<file path="src/hdl/mid_range_mcu_instruction_execute_macros.svh">
// Assertion macros for the module that checks its own logic.
// Each macro expects signals named clk and rst in the scope where it is used.
`ifndef MID_RANGE_MCU_INSTRUCTION_EXECUTE_MACROS_SVH
`define MID_RANGE_MCU_INSTRUCTION_EXECUTE_MACROS_SVH

// The consequent must hold in the same cycle as the antecedent.
`define MRE_ASSERT_NOW(label, ante, cons, msg) \
  label: assert property (@(posedge clk) disable iff (rst) (ante) |-> (cons)) \
    else $error(msg);

// The consequent must hold in the cycle after the antecedent.
`define MRE_ASSERT_NEXT(label, ante, cons, msg) \
  label: assert property (@(posedge clk) disable iff (rst) (ante) |=> (cons)) \
    else $error(msg);

`endif

</file>
<file path="src/hdl/mre_pkg.sv">
package mre_pkg;

  localparam int INSN_W          = 14;
  localparam int FILE_DEPTH      = 128;
  localparam int ADDR_W          = $clog2(FILE_DEPTH);
  localparam int PC_W            = 13;
  localparam int PC_BITS_DEFAULT = 13;
  localparam int FLAGS_W         = 3;

  localparam int QUEUE_DEPTH = 2;
  localparam int QPTR_W      = (QUEUE_DEPTH > 1) ? $clog2(QUEUE_DEPTH) : 1;
  localparam int QCNT_W      = $clog2(QUEUE_DEPTH + 1);

  localparam logic [ADDR_W-1:0] STATUS_ADDR = ADDR_W'(3);

  // Status bit positions.
  localparam int FLAG_C  = 0;
  localparam int FLAG_DC = 1;
  localparam int FLAG_Z  = 2;

  // Instruction groups, bits 13:12.
  localparam logic [1:0] GRP_BYTE = 2'd0;
  localparam logic [1:0] GRP_BIT  = 2'd1;
  localparam logic [1:0] GRP_LIT  = 2'd3;

  // Byte-oriented opcodes, bits 11:8.
  localparam logic [3:0] SUB_MOVWF  = 4'h0;
  localparam logic [3:0] SUB_CLR    = 4'h1;
  localparam logic [3:0] SUB_SUBWF  = 4'h2;
  localparam logic [3:0] SUB_DECF   = 4'h3;
  localparam logic [3:0] SUB_IORWF  = 4'h4;
  localparam logic [3:0] SUB_ANDWF  = 4'h5;
  localparam logic [3:0] SUB_XORWF  = 4'h6;
  localparam logic [3:0] SUB_ADDWF  = 4'h7;
  localparam logic [3:0] SUB_MOVF   = 4'h8;
  localparam logic [3:0] SUB_COMF   = 4'h9;
  localparam logic [3:0] SUB_INCF   = 4'hA;
  localparam logic [3:0] SUB_DECFSZ = 4'hB;
  localparam logic [3:0] SUB_RRF    = 4'hC;
  localparam logic [3:0] SUB_RLF    = 4'hD;
  localparam logic [3:0] SUB_SWAPF  = 4'hE;
  localparam logic [3:0] SUB_INCFSZ = 4'hF;

  // Bit-oriented opcodes, bits 11:10.
  localparam logic [1:0] BOP_BCF   = 2'd0;
  localparam logic [1:0] BOP_BSF   = 2'd1;
  localparam logic [1:0] BOP_BTFSC = 2'd2;
  localparam logic [1:0] BOP_BTFSS = 2'd3;

  // Literal opcodes: ADDLW on bits 11:9, ANDLW on bits 11:8.
  localparam logic [2:0] LIT_ADDLW = 3'b111;
  localparam logic [3:0] LIT_ANDLW = 4'h9;

  typedef enum logic [4:0] {
    OP_NOP, OP_UNSUP, OP_MOVWF, OP_CLR, OP_DECF, OP_IORWF, OP_ANDWF, OP_XORWF,
    OP_ADDWF, OP_MOVF, OP_COMF, OP_INCF, OP_DECFSZ, OP_RRF, OP_RLF, OP_SWAPF,
    OP_INCFSZ, OP_BCF, OP_BSF, OP_BTFSC, OP_BTFSS, OP_ADDLW, OP_ANDLW
  } op_t;

  typedef struct packed {
    op_t               op;
    logic              dest_f;
    logic [ADDR_W-1:0] addr;
    logic [2:0]        bit_sel;
    logic [7:0]        lit;
  } dec_t;

  typedef struct packed {
    logic              full;
    logic              empty;
    logic [QCNT_W-1:0] count;
  } q_status_t;

endpackage

</file>
<file path="src/hdl/mre_intf.sv">
interface mre_insn_if;
  logic                        valid;
  logic                        ready;
  logic [mre_pkg::INSN_W-1:0]  instruction;

  modport source (output valid, output instruction, input ready);
  modport sink (input valid, input instruction, output ready);
endinterface

interface mre_res_if;
  logic                         valid;
  logic                         ready;
  logic [mre_pkg::PC_W-1:0]     next_pc;
  logic [7:0]                   w_value;
  logic [mre_pkg::FLAGS_W-1:0]  flags;
  logic                         skipped;
  logic                         file_written;
  logic [mre_pkg::ADDR_W-1:0]   write_address;
  logic [7:0]                   write_data;
  logic                         unsupported;

  modport source (output valid, output next_pc, output w_value, output flags,
                  output skipped, output file_written, output write_address,
                  output write_data, output unsupported, input ready);
  modport sink (input valid, input next_pc, input w_value, input flags,
                input skipped, input file_written, input write_address,
                input write_data, input unsupported, output ready);
endinterface

</file>
<file path="src/hdl/mre_front.sv">
module mre_front (
  mre_insn_if.sink            instr,
  input  mre_pkg::q_status_t  q_stat,
  output logic                push,
  output mre_pkg::dec_t       push_item
);
  import mre_pkg::*;

  logic [INSN_W-1:0] ins;

  assign ins         = instr.instruction;
  assign instr.ready = !q_stat.full;
  assign push        = instr.valid && !q_stat.full;

  always_comb begin
    push_item.op      = OP_UNSUP;
    push_item.dest_f  = ins[7];
    push_item.addr    = ins[ADDR_W-1:0];
    push_item.bit_sel = ins[9:7];
    push_item.lit     = ins[7:0];
    case (ins[13:12])
      GRP_BYTE: begin
        case (ins[11:8])
          SUB_MOVWF: begin
            if (ins[7]) begin
              push_item.op = OP_MOVWF;
            end else if (ins[4:0] != 5'd0) begin
              push_item.op = OP_UNSUP;
            end else begin
              push_item.op = OP_NOP;
            end
          end
          SUB_CLR:    push_item.op = OP_CLR;
          SUB_SUBWF:  push_item.op = OP_UNSUP;
          SUB_DECF:   push_item.op = OP_DECF;
          SUB_IORWF:  push_item.op = OP_IORWF;
          SUB_ANDWF:  push_item.op = OP_ANDWF;
          SUB_XORWF:  push_item.op = OP_XORWF;
          SUB_ADDWF:  push_item.op = OP_ADDWF;
          SUB_MOVF:   push_item.op = OP_MOVF;
          SUB_COMF:   push_item.op = OP_COMF;
          SUB_INCF:   push_item.op = OP_INCF;
          SUB_DECFSZ: push_item.op = OP_DECFSZ;
          SUB_RRF:    push_item.op = OP_RRF;
          SUB_RLF:    push_item.op = OP_RLF;
          SUB_SWAPF:  push_item.op = OP_SWAPF;
          SUB_INCFSZ: push_item.op = OP_INCFSZ;
          default:    push_item.op = OP_UNSUP;
        endcase
      end
      GRP_BIT: begin
        case (ins[11:10])
          BOP_BCF:   push_item.op = OP_BCF;
          BOP_BSF:   push_item.op = OP_BSF;
          BOP_BTFSC: push_item.op = OP_BTFSC;
          BOP_BTFSS: push_item.op = OP_BTFSS;
          default:   push_item.op = OP_UNSUP;
        endcase
      end
      GRP_LIT: begin
        if (ins[11:9] == LIT_ADDLW) begin
          push_item.op = OP_ADDLW;
        end else if (ins[11:8] == LIT_ANDLW) begin
          push_item.op = OP_ANDLW;
        end else begin
          push_item.op = OP_UNSUP;
        end
      end
      default: push_item.op = OP_UNSUP;
    endcase
  end

endmodule

</file>
<file path="src/hdl/mre_queue.sv">
module mre_queue (
  input  logic                clk,
  input  logic                rst,
  input  logic                push,
  input  mre_pkg::dec_t       push_item,
  input  logic                pop,
  output mre_pkg::dec_t       head,
  output mre_pkg::q_status_t  q_stat
);
  import mre_pkg::*;

  dec_t              slots [QUEUE_DEPTH];
  logic [QPTR_W-1:0] wr_ptr;
  logic [QPTR_W-1:0] rd_ptr;
  logic [QCNT_W-1:0] count;

  assign head         = slots[rd_ptr];
  assign q_stat.count = count;
  assign q_stat.full  = (count == QCNT_W'(QUEUE_DEPTH));
  assign q_stat.empty = (count == '0);

  always_ff @(posedge clk) begin
    if (push) begin
      slots[wr_ptr] <= push_item;
    end
  end

  always_ff @(posedge clk) begin
    if (rst) begin
      wr_ptr <= '0;
      rd_ptr <= '0;
      count  <= '0;
    end else begin
      if (push) begin
        wr_ptr <= (wr_ptr == QPTR_W'(QUEUE_DEPTH - 1)) ? '0 : wr_ptr + 1'b1;
      end
      if (pop) begin
        rd_ptr <= (rd_ptr == QPTR_W'(QUEUE_DEPTH - 1)) ? '0 : rd_ptr + 1'b1;
      end
      if (push && !pop) begin
        count <= count + 1'b1;
      end else if (pop && !push) begin
        count <= count - 1'b1;
      end
    end
  end

endmodule

</file>
<file path="src/hdl/mre_back.sv">
module mre_back #(
  parameter int PC_BITS = mre_pkg::PC_BITS_DEFAULT
) (
  input  logic                clk,
  input  logic                rst,
  input  mre_pkg::dec_t       head,
  input  mre_pkg::q_status_t  q_stat,
  output logic                pop,
  mre_res_if.source           result
);
  import mre_pkg::*;

  // Execute stage register and the registered file read that goes with it.
  logic              ex_valid;
  dec_t              ex_item;
  logic [7:0]        mem_rd;
  logic              vld_rd;
  logic              fwd_hit;
  logic [7:0]        fwd_data;

  // Architectural state.
  logic [7:0]         work_reg;
  logic [7:0]         status_reg;
  logic [PC_BITS-1:0] prog_counter;
  logic [7:0]         file_mem [FILE_DEPTH];
  logic [FILE_DEPTH-1:0] file_vld;

  logic               ex_fire;
  logic [7:0]         fv;
  logic [7:0]         addend;
  logic [8:0]         sum;
  logic [4:0]         nib;
  logic [7:0]         bmask;
  logic [7:0]         r;
  logic               has_r;
  logic               set_z;
  logic               unsup;
  logic               skip;
  logic               wrote;
  logic [7:0]         wdat;
  logic [7:0]         w_next;
  logic [7:0]         st_base;
  logic [7:0]         status_next;
  logic [7:0]         final_wdat;
  logic               c_upd, c_val, dc_upd, dc_val, z_upd, z_val;
  logic [PC_BITS-1:0] pc_next;

  assign ex_fire = ex_valid && (!result.valid || result.ready);
  assign pop     = !q_stat.empty && (!ex_valid || ex_fire);

  always_ff @(posedge clk) begin
    if (rst) begin
      ex_valid <= 1'b0;
    end else if (pop) begin
      ex_valid <= 1'b1;
    end else if (ex_fire) begin
      ex_valid <= 1'b0;
    end
  end

  // A write retiring on the same edge as this read is not seen by the
  // array read, so it is caught and forwarded.
  always_ff @(posedge clk) begin
    if (pop) begin
      ex_item  <= head;
      mem_rd   <= file_mem[head.addr];
      vld_rd   <= file_vld[head.addr];
      fwd_hit  <= ex_fire && wrote && (ex_item.addr == head.addr);
      fwd_data <= final_wdat;
    end
  end

  always_ff @(posedge clk) begin
    if (ex_fire && wrote) begin
      file_mem[ex_item.addr] <= final_wdat;
    end
  end

  always_ff @(posedge clk) begin
    if (rst) begin
      file_vld <= '0;
    end else if (ex_fire && wrote) begin
      file_vld[ex_item.addr] <= 1'b1;
    end
  end

  always_comb begin
    if (ex_item.addr == STATUS_ADDR) begin
      fv = status_reg;
    end else if (fwd_hit) begin
      fv = fwd_data;
    end else if (vld_rd) begin
      fv = mem_rd;
    end else begin
      fv = 8'h00;
    end
  end

  always_comb begin
    addend = (ex_item.op == OP_ADDLW) ? ex_item.lit : fv;
    sum    = {1'b0, addend} + {1'b0, work_reg};
    nib    = {1'b0, addend[3:0]} + {1'b0, work_reg[3:0]};
    bmask  = 8'h01 << ex_item.bit_sel;
    r      = 8'h00;
    has_r  = 1'b0;
    set_z  = 1'b0;
    unsup  = 1'b0;
    skip   = 1'b0;
    wrote  = 1'b0;
    wdat   = 8'h00;
    w_next = work_reg;
    c_upd  = 1'b0;
    c_val  = 1'b0;
    dc_upd = 1'b0;
    dc_val = 1'b0;
    z_upd  = 1'b0;
    z_val  = 1'b0;
    case (ex_item.op)
      OP_NOP: begin
      end
      OP_UNSUP: unsup = 1'b1;
      OP_MOVWF: begin
        wrote = 1'b1;
        wdat  = work_reg;
      end
      OP_CLR: begin
        if (ex_item.dest_f) begin
          wrote = 1'b1;
          wdat  = 8'h00;
        end else begin
          w_next = 8'h00;
        end
        z_upd = 1'b1;
        z_val = 1'b1;
      end
      OP_DECF: begin
        r = fv - 8'd1; has_r = 1'b1; set_z = 1'b1;
      end
      OP_IORWF: begin
        r = fv | work_reg; has_r = 1'b1; set_z = 1'b1;
      end
      OP_ANDWF: begin
        r = fv & work_reg; has_r = 1'b1; set_z = 1'b1;
      end
      OP_XORWF: begin
        r = fv ^ work_reg; has_r = 1'b1; set_z = 1'b1;
      end
      OP_ADDWF: begin
        r = sum[7:0]; has_r = 1'b1; set_z = 1'b1;
        c_upd = 1'b1; c_val = sum[8];
        dc_upd = 1'b1; dc_val = nib[4];
      end
      OP_MOVF: begin
        r = fv; has_r = 1'b1; set_z = 1'b1;
      end
      OP_COMF: begin
        r = ~fv; has_r = 1'b1; set_z = 1'b1;
      end
      OP_INCF: begin
        r = fv + 8'd1; has_r = 1'b1; set_z = 1'b1;
      end
      OP_DECFSZ: begin
        r = fv - 8'd1; has_r = 1'b1; skip = (fv == 8'h01);
      end
      OP_INCFSZ: begin
        r = fv + 8'd1; has_r = 1'b1; skip = (fv == 8'hFF);
      end
      OP_RRF: begin
        r = {status_reg[FLAG_C], fv[7:1]}; has_r = 1'b1;
        c_upd = 1'b1; c_val = fv[0];
      end
      OP_RLF: begin
        r = {fv[6:0], status_reg[FLAG_C]}; has_r = 1'b1;
        c_upd = 1'b1; c_val = fv[7];
      end
      OP_SWAPF: begin
        r = {fv[3:0], fv[7:4]}; has_r = 1'b1;
      end
      OP_BCF: begin
        wrote = 1'b1;
        wdat  = fv & ~bmask;
      end
      OP_BSF: begin
        wrote = 1'b1;
        wdat  = fv | bmask;
      end
      OP_BTFSC: skip = ((fv & bmask) == 8'h00);
      OP_BTFSS: skip = ((fv & bmask) != 8'h00);
      OP_ADDLW: begin
        w_next = sum[7:0];
        c_upd = 1'b1; c_val = sum[8];
        dc_upd = 1'b1; dc_val = nib[4];
        z_upd = 1'b1; z_val = (sum[7:0] == 8'h00);
      end
      OP_ANDLW: begin
        w_next = work_reg & ex_item.lit;
        z_upd = 1'b1; z_val = ((work_reg & ex_item.lit) == 8'h00);
      end
      default: unsup = 1'b1;
    endcase

    if (has_r) begin
      if (ex_item.dest_f) begin
        wrote = 1'b1;
        wdat  = r;
      end else begin
        w_next = r;
      end
      if (set_z) begin
        z_upd = 1'b1;
        z_val = (r == 8'h00);
      end
    end

    // The result byte lands in the status register first; flag updates win.
    st_base     = (wrote && ex_item.addr == STATUS_ADDR) ? wdat : status_reg;
    status_next = st_base;
    if (c_upd) begin
      status_next[FLAG_C] = c_val;
    end
    if (dc_upd) begin
      status_next[FLAG_DC] = dc_val;
    end
    if (z_upd) begin
      status_next[FLAG_Z] = z_val;
    end
    final_wdat = (ex_item.addr == STATUS_ADDR) ? status_next : wdat;

    if (unsup) begin
      pc_next = prog_counter;
    end else begin
      pc_next = prog_counter + (skip ? PC_BITS'(2) : PC_BITS'(1));
    end
  end

  always_ff @(posedge clk) begin
    if (rst) begin
      work_reg     <= 8'h00;
      status_reg   <= 8'h00;
      prog_counter <= '0;
    end else if (ex_fire) begin
      work_reg     <= w_next;
      status_reg   <= status_next;
      prog_counter <= pc_next;
    end
  end

  always_ff @(posedge clk) begin
    if (rst) begin
      result.valid <= 1'b0;
    end else if (ex_fire) begin
      result.valid <= 1'b1;
    end else if (result.ready) begin
      result.valid <= 1'b0;
    end
  end

  always_ff @(posedge clk) begin
    if (ex_fire) begin
      result.next_pc       <= PC_W'(pc_next);
      result.w_value       <= w_next;
      result.flags         <= status_next[FLAGS_W-1:0];
      result.skipped       <= skip && !unsup;
      result.file_written  <= wrote;
      result.write_address <= wrote ? ex_item.addr : '0;
      result.write_data    <= wrote ? final_wdat : 8'h00;
      result.unsupported   <= unsup;
    end
  end

endmodule

</file>
<file path="src/hdl/mid_range_mcu_instruction_execute.sv">
// Mid-range microcontroller instruction executor. Each beat on instr carries
// one 14-bit instruction word in the standard mid-range encoding; each beat on
// result reports the program counter, W and the C/DC/Z flags after that
// instruction, whether the next instruction is skipped, the file register
// write it made and whether the opcode is unsupported (unsupported opcodes,
// SUBWF among them, change no state). The block sustains one instruction per
// clock cycle unless result stalls: a decode front end feeds a two-entry
// queue, and the execute back end reads the 128-byte file store through a
// registered read port, forwarding a write that retires on the same edge, so
// dependent instructions still issue back to back. Beats pass the queue, the
// execute stage register and the output register; while a result waits, the
// input takes beats until the queue is full. The file store is cleared at
// reset through per-entry valid bits, so no clearing pass is needed and the
// block is ready in the first cycle after reset.
`include "mid_range_mcu_instruction_execute_macros.svh"

module mid_range_mcu_instruction_execute #(
  parameter int PC_BITS = mre_pkg::PC_BITS_DEFAULT
) (
  input logic        clk,
  input logic        rst,
  mre_insn_if.sink   instr,
  mre_res_if.source  result
);
  import mre_pkg::*;

  logic      push;
  dec_t      push_item;
  logic      pop;
  dec_t      head;
  q_status_t q_stat;

  // Front end: handshake and instruction classification.
  mre_front u_front (
    .instr     (instr),
    .q_stat    (q_stat),
    .push      (push),
    .push_item (push_item)
  );

  // Decoded instructions wait here so that either side can stall alone.
  mre_queue u_queue (
    .clk       (clk),
    .rst       (rst),
    .push      (push),
    .push_item (push_item),
    .pop       (pop),
    .head      (head),
    .q_stat    (q_stat)
  );

  // Back end: file read, ALU, state update and the output register.
  mre_back #(
    .PC_BITS (PC_BITS)
  ) u_back (
    .clk    (clk),
    .rst    (rst),
    .head   (head),
    .q_stat (q_stat),
    .pop    (pop),
    .result (result)
  );

  // An accepted beat is always held in the queue on the following cycle.
  `MRE_ASSERT_NEXT(a_accept_queued, instr.valid && instr.ready, !q_stat.empty, "accepted beat lost")
  // The queue never holds more entries than it has slots.
  `MRE_ASSERT_NOW(a_queue_bound, 1'b1, q_stat.count <= QCNT_W'(QUEUE_DEPTH), "queue overrun")
  // An unsupported opcode neither skips nor writes the file store.
  `MRE_ASSERT_NOW(a_unsup_quiet, result.valid && result.unsupported, !result.skipped && !result.file_written, "unsupported op had an effect")
  // Write address and data read as zero when no file register was written.
  `MRE_ASSERT_NOW(a_no_write_zero, result.valid && !result.file_written, result.write_address == '0 && result.write_data == 8'h00, "stale write fields")

endmodule
</file>
<file path="src/flat_wrapper.sv">
// flat-port wrapper written by rule: the top's interface ports become plain ports
module mid_range_mcu_instruction_execute_flat import mre_pkg::*;
#(
  parameter int PC_BITS = mre_pkg::PC_BITS_DEFAULT
)
  (clk, rst, instr_valid, instr_instruction, instr_ready, result_valid, result_next_pc, result_w_value, result_flags, result_skipped, result_file_written, result_write_address, result_write_data, result_unsupported, result_ready);
  mre_insn_if instr_i ();
  mre_res_if result_i ();
  input logic clk;
  input logic rst;
  input wire logic [$bits(instr_i.valid)-1:0] instr_valid;
  input wire logic [$bits(instr_i.instruction)-1:0] instr_instruction;
  output wire logic [$bits(instr_i.ready)-1:0] instr_ready;
  output wire logic [$bits(result_i.valid)-1:0] result_valid;
  output wire logic [$bits(result_i.next_pc)-1:0] result_next_pc;
  output wire logic [$bits(result_i.w_value)-1:0] result_w_value;
  output wire logic [$bits(result_i.flags)-1:0] result_flags;
  output wire logic [$bits(result_i.skipped)-1:0] result_skipped;
  output wire logic [$bits(result_i.file_written)-1:0] result_file_written;
  output wire logic [$bits(result_i.write_address)-1:0] result_write_address;
  output wire logic [$bits(result_i.write_data)-1:0] result_write_data;
  output wire logic [$bits(result_i.unsupported)-1:0] result_unsupported;
  input wire logic [$bits(result_i.ready)-1:0] result_ready;
  assign instr_i.valid = instr_valid;
  assign instr_i.instruction = instr_instruction;
  assign instr_ready = instr_i.ready;
  assign result_valid = result_i.valid;
  assign result_next_pc = result_i.next_pc;
  assign result_w_value = result_i.w_value;
  assign result_flags = result_i.flags;
  assign result_skipped = result_i.skipped;
  assign result_file_written = result_i.file_written;
  assign result_write_address = result_i.write_address;
  assign result_write_data = result_i.write_data;
  assign result_unsupported = result_i.unsupported;
  assign result_i.ready = result_ready;
  mid_range_mcu_instruction_execute #(.PC_BITS(PC_BITS)) u_core (.clk(clk), .rst(rst), .instr(instr_i), .result(result_i));
endmodule
</file>
<file path="config.mk">
export PLATFORM = sky130hd
export DESIGN_NAME = mid_range_mcu_instruction_execute_flat
export DESIGN_NICKNAME = d
export VERILOG_FILES = /design/src/hdl/mre_pkg.sv /design/src/hdl/mre_intf.sv /design/src/hdl/mre_front.sv /design/src/hdl/mre_queue.sv /design/src/hdl/mre_back.sv /design/src/hdl/mid_range_mcu_instruction_execute.sv /design/src/flat_wrapper.sv
export VERILOG_INCLUDE_DIRS = /design/src /design/src/hdl
export SDC_FILE = /design/constraint.sdc
export NUM_CORES = 2
export LEC_CHECK = 0
export ABC_CLOCK_PERIOD_IN_PS = 8450
export BUFFER_PORTS_ARGS = -buffer_cell sky130_fd_sc_hd__buf_4
export CORE_MARGIN = 2
export CORE_UTILIZATION = 50
export CTS_BUF_LIST = sky130_fd_sc_hd__clkbuf_4
export DETAILED_ROUTE_END_ITERATION = 10
export PLACE_DENSITY_LB_ADDON = 0.3
export SLEW_MARGIN = 20
export SYNTH_ARGS = -nofsm -noshare
export SYNTH_HDL_FRONTEND = slang
export SYNTH_HIERARCHICAL = 1
export SYNTH_SLANG_ARGS = --single-unit
</file>
<file path="constraint.sdc">
create_clock -name clk -period 8.45 [get_ports clk]
set_input_delay 1.69 -clock clk [delete_from_list [all_inputs] [get_ports clk]]
set_output_delay 1.69 -clock clk [all_outputs]
set_load 0.1 [all_outputs]
</file>
# [Word level (Yosys, flattened, before mapping)]
# Memories as Yosys holds them, arrays and structs flattened. A register that Yosys moved wholly into a read port is not among the register bits.
# Cells that the tools add are included.
[totals] ff_bits=239 ramBits=1072 out_inout_bits=44 mem_count=2
[op_classes] addsub=9 n_lt_le_gt_ge=3 eq_ne=47 shift=1 muxes=62 bitwise_logic=10 reduce_logical=41
[mem_list] name="u_core.u_back.file_mem" depth=128 width=8 read_ports=1 rd_ports_with_merged_regs=1 write_ports=1 line="mre_back.sv:25" text="logic [7:0] file_mem [FILE_DEPTH];"
[mem_list] name="u_core.u_queue.slots" depth=2 width=24 read_ports=1 rd_ports_with_merged_regs=1 write_ports=1 line="mre_queue.sv:12" text="dec_t slots [QUEUE_DEPTH];"
[op_table] op="128-bit bitwise OR" n=1
[op_table] op="8-bit 2-to-1 mux" n=11
[op_table] op="8-bit one-hot mux with 11 select lines" n=1
[op_table] op="5-bit one-hot mux with 16 select lines" n=1
[op_table] op="8-bit one-hot mux with 3 select lines" n=2
[op_table] op="5-bit by 4-bit == test with 1-bit output, second input constant" n=8
[op_table] op="5-bit == test, second input constant" n=7
[op_table] op="8-bit AND" n=4
[op_table] op="4-bit == test, second input constant" n=8
[op_table] op="8-bit logical NOT" n=4
[op_table] op="1-bit 2-to-1 mux" n=32
[op_table] op="22-bit OR reduction" n=1
[op_table] op="5-bit by 3-bit == test with 1-bit output, second input constant" n=4
[op_table] op="5-bit one-hot mux with 4 select lines" n=1
[op_table] op="4-bit by 3-bit == test with 1-bit output, second input constant" n=4
[op_table] op="7-bit by 8-bit < comparator with 1-bit output, second input constant" n=2
[op_table] op="8-bit NOT" n=2
[op_table] op="8-bit bitwise OR" n=2
[op_table] op="5-bit one-hot mux with 3 select lines" n=1
[op_table] op="13-bit by 2-bit adder with 13-bit output" n=1
[op_table] op="13-bit 2-to-1 mux" n=1
[op_table] op="13-bit OR reduction" n=1
[op_table] op="5-bit by 2-bit == test with 1-bit output, second input constant" n=2
[op_table] op="1-bit logical AND" n=10
[op_table] op="other kinds (38)" n=62

# [Logic depth before layout (Yosys ltp)]
[depth] ltp_word=11 ltp_mapped=24

# [Modules after synthesis]
# The synthesis kept the hierarchy.
[by_module_without_submodules] mod="mre_back" n_inst=1 cells_per_inst=2866 area_per_inst_um2=51496.9 seq_area_each_um2=36455.0
[by_module_without_submodules] mod="mre_queue" n_inst=1 cells_per_inst=97 area_per_inst_um2=1939.4 seq_area_each_um2=1541.5
[by_module_without_submodules] mod="mre_front" n_inst=1 cells_per_inst=77 area_per_inst_um2=530.5 seq_area_each_um2=0.0

# [Worst setup path after synthesis]
# OpenSTA, ideal clock, no wires.
[synth_path] path_type="register -> register" startpoint="register u_core/u_back/ex_item[19] in the netlist's numbering" endpoint="memory u_core.u_back.file_mem[0][2], data pin" arrival_time_ps=7726 path_slack_ps=-250 stages_incl_launch_ff=21 n_path_buf=4 cell_sequence="edfxtp_1 > clkbuf_1 > nand3b_1 > clkbuf_1 > nor2_1 > clkbuf_1 > clkbuf_1 > nand2_1 > o21ai_0 > ha_1 > inv_1 > fa_1 > xnor2_1 > nand3_1 > nand4b_1 > nor4_1 > o211a_1 > nand3_1 > nor4_2 > nand4_1 > a31oi_1"
[synth_via] elab_chain_len=9 elab_cells_between_ends=48 cone_classes="add/sub: 1; eq/ne: 19; mux: 19; reduce/logical: 9"
[synth_rtl] item="start: declaration" line="mre_back.sv:15" text="dec_t ex_item;"
[synth_rtl] item="start signal: assignment" line="mre_back.sv:65" text="ex_item <= head;"
[synth_rtl] item="5-bit == test (tied with other cells)" line="mre_back.sv:100, mre_back.sv:118"
[synth_rtl] item="8-bit 2-to-1 mux or 3-bit OR reduction (tied branches)"
[synth_rtl] item="8-bit by 8-bit adder with 9-bit output or 1-bit one-hot mux with 2 select lines (tied branches)" line="mre_back.sv:101, mre_back.sv:118"
[synth_rtl] item="8-bit one-hot mux with 11 select lines (tied with other cells)" line="mre_back.sv:118" text="case (ex_item.op)"
[synth_rtl] item="8-bit logical NOT (tied with other cells)" line="mre_back.sv:211" text="z_val = (r == 8'h00);"
[synth_rtl] item="1-bit 2-to-1 mux (tied with other cells)" line="mre_back.sv:209" text="if (set_z) begin"
[synth_rtl] item="1-bit 2-to-1 mux or 8-bit 2-to-1 mux (tied branches)" line="mre_back.sv:202, mre_back.sv:216"
[synth_rtl] item="1-bit 2-to-1 mux" line="mre_back.sv:224" text="if (z_upd) begin"
[synth_rtl] item="8-bit 2-to-1 mux *" line="mre_back.sv:227" text="final_wdat = (ex_item.addr == STATUS_ADDR) ? status_next : wdat;"
[synth_rtl] item="net u_core.u_back.final_wdat[2]" line="mre_back.sv:44" text="logic [7:0] final_wdat;"
[synth_rtl] item="end: declaration" line="mre_back.sv:25"
# The timed path passes the listed nets; every way through them passes the cells marked *.

# [Worst setup path in the final report]
[layout_path] startpoint="register u_core/u_back/ex_item[16] in the netlist's numbering" endpoint="memory u_core.u_back.file_mem[92][6], data pin"
[layout_via] elab_chain_len=9 elab_cells_between_ends=19 cone_classes="add/sub: 3; eq/ne: 1; mux: 8; bitwise: 6; reduce/logical: 1"
[layout_rtl] item="7-bit by 2-bit == test with 1-bit output *" line="mre_back.sv:88, mre_back.sv:216, mre_back.sv:227"
[layout_rtl] item="8-bit 2-to-1 mux" line="mre_back.sv:88" text="if (ex_item.addr == STATUS_ADDR) begin"
[layout_rtl] item="8-bit 2-to-1 mux" line="mre_back.sv:100" text="addend = (ex_item.op == OP_ADDLW) ? ex_item.lit : fv;"
[layout_rtl] item="8-bit by 8-bit adder with 9-bit output" line="mre_back.sv:101" text="sum = {1'b0, addend} + {1'b0, work_reg};"
[layout_rtl] item="8-bit one-hot mux with 11 select lines" line="mre_back.sv:118"
[layout_rtl] item="8-bit 2-to-1 mux" line="mre_back.sv:203" text="if (ex_item.dest_f) begin"
[layout_rtl] item="8-bit 2-to-1 mux" line="mre_back.sv:202" text="if (has_r) begin"
[layout_rtl] item="8-bit 2-to-1 mux" line="mre_back.sv:216" text="st_base = (wrote && ex_item.addr == STATUS_ADDR) ? wdat : status_reg;"
[layout_rtl] item="8-bit 2-to-1 mux *" line="mre_back.sv:227"
[layout_rtl] item="net u_core.u_back.final_wdat[6]" line="mre_back.sv:44"
# Marked as above.

==> flow_summary.json <==
{
  "status": "finished, final reports clean",
  "chipHeight_um": 332.5,
  "ys_ff_latch": 1320,
  "route.detailed.drc": 0,
  "arrival_ps": 7720,
  "largest_register_ff_count": 1024,
  "root_buffer": "clkbuf_4",
  "crit_type": "reg2reg",
  "cp-start-kind": "register",
  "nets": 3356,
  "synth-edff-count": 1156,
  "setup-violations-final": 0,
  "cp.required_ps": 9320,
  "r2r.worst_path.cells": 15,
  "wl_met3_mm": 11.37,
  "drive_gt1_share_pct": 31.06,
  "yosysWarnings": 6,
  "period_minus_slack_ps": 6852,
  "regMostFlops": "u_core/u_back/file_mem",
  "vdd_drop_max_uv": 250.5,
  "start_util_pct": 50.41,
  "crit_chain": "nor4_2 -> nand2_1 -> a21oi_2 -> inv_2 -> o21ai_0 -> ha_1 -> o21a_1 -> o31ai_1 -> a21oi_1 -> a211oi_1 -> nand2_1 -> o2111ai_1 -> a221o_1 -> mux2_4 -> buf_4",
  "hold_buffers": 0,
  "cp_common_cell": "nand2_1",
  "die_x_um": 332.5,
  "grt_start_max_net_pins": 130,
  "post-synth-top-count-cell": "edfxtp_1",
  "htreeDepth": 5,
  "fin_ws_ps": 1598,
  "globalplace.congestion": 0.9160,
  "first_pass_iters": 7,
  "fmax_mhz": 145.9,
  "critPathMaxStageDelay_ps": 780,
  "ant_nets": 0,
  "io_buffers": 61,
  "internal_power_mw": 12.74,
  "rows": 120,
  "power_frac_comb_pct": 29.0,
  "p_leak_nw": 19.87,
  "grt_overflow_total": 0,
  "synth.cell_area_um2": 53970,
  "powerDensity_nw_per_um2": 317.2,
  "clkSlewWorstSetupHoldPaths_ps": 60,
  "cp-end-kind": "register",
  "dpl_cell_area_um2": 55840,
  "drt_iter0_drc": 3257,
  "yosysUniqueCellTypes": 88,
  "hold_viol": 0,
  "swShare_pct": 33.15,
  "cts_inserted_buffers": 343,
  "dp_cells": 4355,
  "clkPwrFrac_pct": 27.5,
  "crit_fanout": 82,
  "cts_setup_buffers": 0,
  "dp_hpwl_mm": 81.37,
  "wl_met2_mm": 65.19,
  "synthTopCellsByCount": "edfxtp_1 (1156), nor2_1 (432), mux4_2 (378)",
  "synthFlopType": "edfxtp_1",
  "ys_top_cells_by_area": "edfxtp_1 (64%), mux4_2 (16%), dfxtp_1 (6.1%), nor2_1 (3.0%), ha_1 (0.90%)",
  "final_area_um2": 60100,
  "top_layer_used": "met5",
  "async_reset_ff_share_pct": 0,
  "finalWirelength_mm": 132.4,
  "synth_top_area_cell": "edfxtp_1",
  "core_area_um2": 107100,
  "switchingPower_mw": 6.320,
  "worstHoldPathType": "reg2reg",
  "grt_pass1_wl_mm": 196.1,
  "wl_per_cell_um": 26.76,
  "syn_nets": 3099,
  "grt_pass1_vias": 30630,
  "finalSetupTns_ps": 0,
  "whs_path_depth": 2,
  "wl_met1_mm": 52.45,
  "grtUsageTotal_pct": 24.10,
  "io_pins": 62,
  "clock_skew_ps": 100.6,
  "cts.sinks": 1320,
  "yosys.area.top_type_share_pct": 64.32,
  "place_ws_ps": 1816,
  "die_area_um2": 110600,
  "sequentialPowerShare_pct": 43.5,
  "tightest_slew_ps": 1204,
  "final_cells": 4947,
  "finalCritPeriodShare_pct": 81.09,
  "num_vias": 29950,
  "cts_tree": "built",
  "relSlewSlack_pct": 19.42,
  "antenna_found_initial": 4,
  "clockBufferDepth": 4,
  "synth-seq-area-share_pct": 70.41,
  "drv_slew": 0,
  "grt_setup_unrepaired": "false",
  "clk_latency_ps": 1210,
  "vias_per_cell": 6.053,
  "reg_top3": "u_core/u_back/file_mem (1024), u_core/u_back/file_vld (128), u_core/u_queue/slots (48)",
  "syn_area_per_cell_um2": 17.75,
  "cts_resized": 0,
  "synth_cells": 3040,
  "drv_cap": 0,
  "syn2layout_area_growth_pct": 11.37,
  "worst_path_max_delay_cell": "nor4_2"
}
worst max-delay path: cells and delay by family (launching register included):
family	cells	cell delay [ps]
flops	1	560
simple gates	3	1680
mux	1	710
buf+inv	2	700
fa+ha+maj	1	370
compound gates	8	2410
per-layer routing:
metal	GRT usage [%]	up-vias
li1	-	12810
met1	32.36	15500
met2	38.60	1437
met3	5.929	202
met4	8.665	4
met5	0	-
path summary, 6_finish.rpt:
kind	slack (ps)	startpoint	endpoint
worst max-delay path	1600	u_core/u_back/ex_item[16]$_DFFE_PP_	u_core/u_back/file_mem[92][6]$_DFFE_PP_
worst max register to register	1600	u_core/u_back/ex_item[16]$_DFFE_PP_	u_core/u_back/file_mem[92][6]$_DFFE_PP_
worst min-delay path	460	u_core/u_back/file_vld[70]$_SDFFE_PP0P_	u_core/u_back/file_vld[70]$_SDFFE_PP0P_
worst min register to register	460	u_core/u_back/file_vld[70]$_SDFFE_PP0P_	u_core/u_back/file_vld[70]$_SDFFE_PP0P_
final cells by class:
class	count	area (um^2)
clock buffer	487	3656
antenna	9	22.52
multi-input combinational	1500	15210
fill	8095	46950
sequential	1320	38000
tap	1403	1755
clock inverter	96	536.8
inverter	32	122.6
timing repair buffer	100	804.5
per-stage QoR:
step                hold WS, ps  power (mW)  utilization [%]
CTS                       470.3       19.20            56.07
finish                    464.5       19.06            56.14
global placement          443.1       13.84            52.15
floorplan                 434.8       12.07                -
detailed placement        455.3       13.93            52.16
global route              484.7       19.89            56.13
power by group through the flow:
stage / sequential (mW) / combinational [mW] / clock, mW
after floorplan: 8.65 / 3.42 / 0
after global placement: 8.40 / 5.43 / 0
after detailed placement: 8.42 / 5.51 / 0
after CTS: 8.28 / 5.52 / 5.40
after global routing: 8.32 / 5.83 / 5.74
final: 8.29 / 5.52 / 5.25
placed cells by master (no fill, tap or decap), types with 22 or more instances in the layout:
cell,n
edfxtp_1,1156
clkbuf_4,487
nor2_1,413
mux4_2,378
dfxtp_1,164
buf_4,95
nand2_1,88
clkinv_1,76
a21oi_1,66
nor3_1,48
nand3_1,39
ha_1,39
o21ai_0,38
mux2_2,31
nor2b_1,23
inv_1,23
xnor2_1,22
cell families after synthesis:
kind of cell	synth area share (%)
flops	70.41
simple gates	6.195
mux	16.76
compound gates	3.213
buf+inv	1.750
xor+xnor	0.6979
fa+ha+maj	0.9784
(Power assumes the default switching activity.)
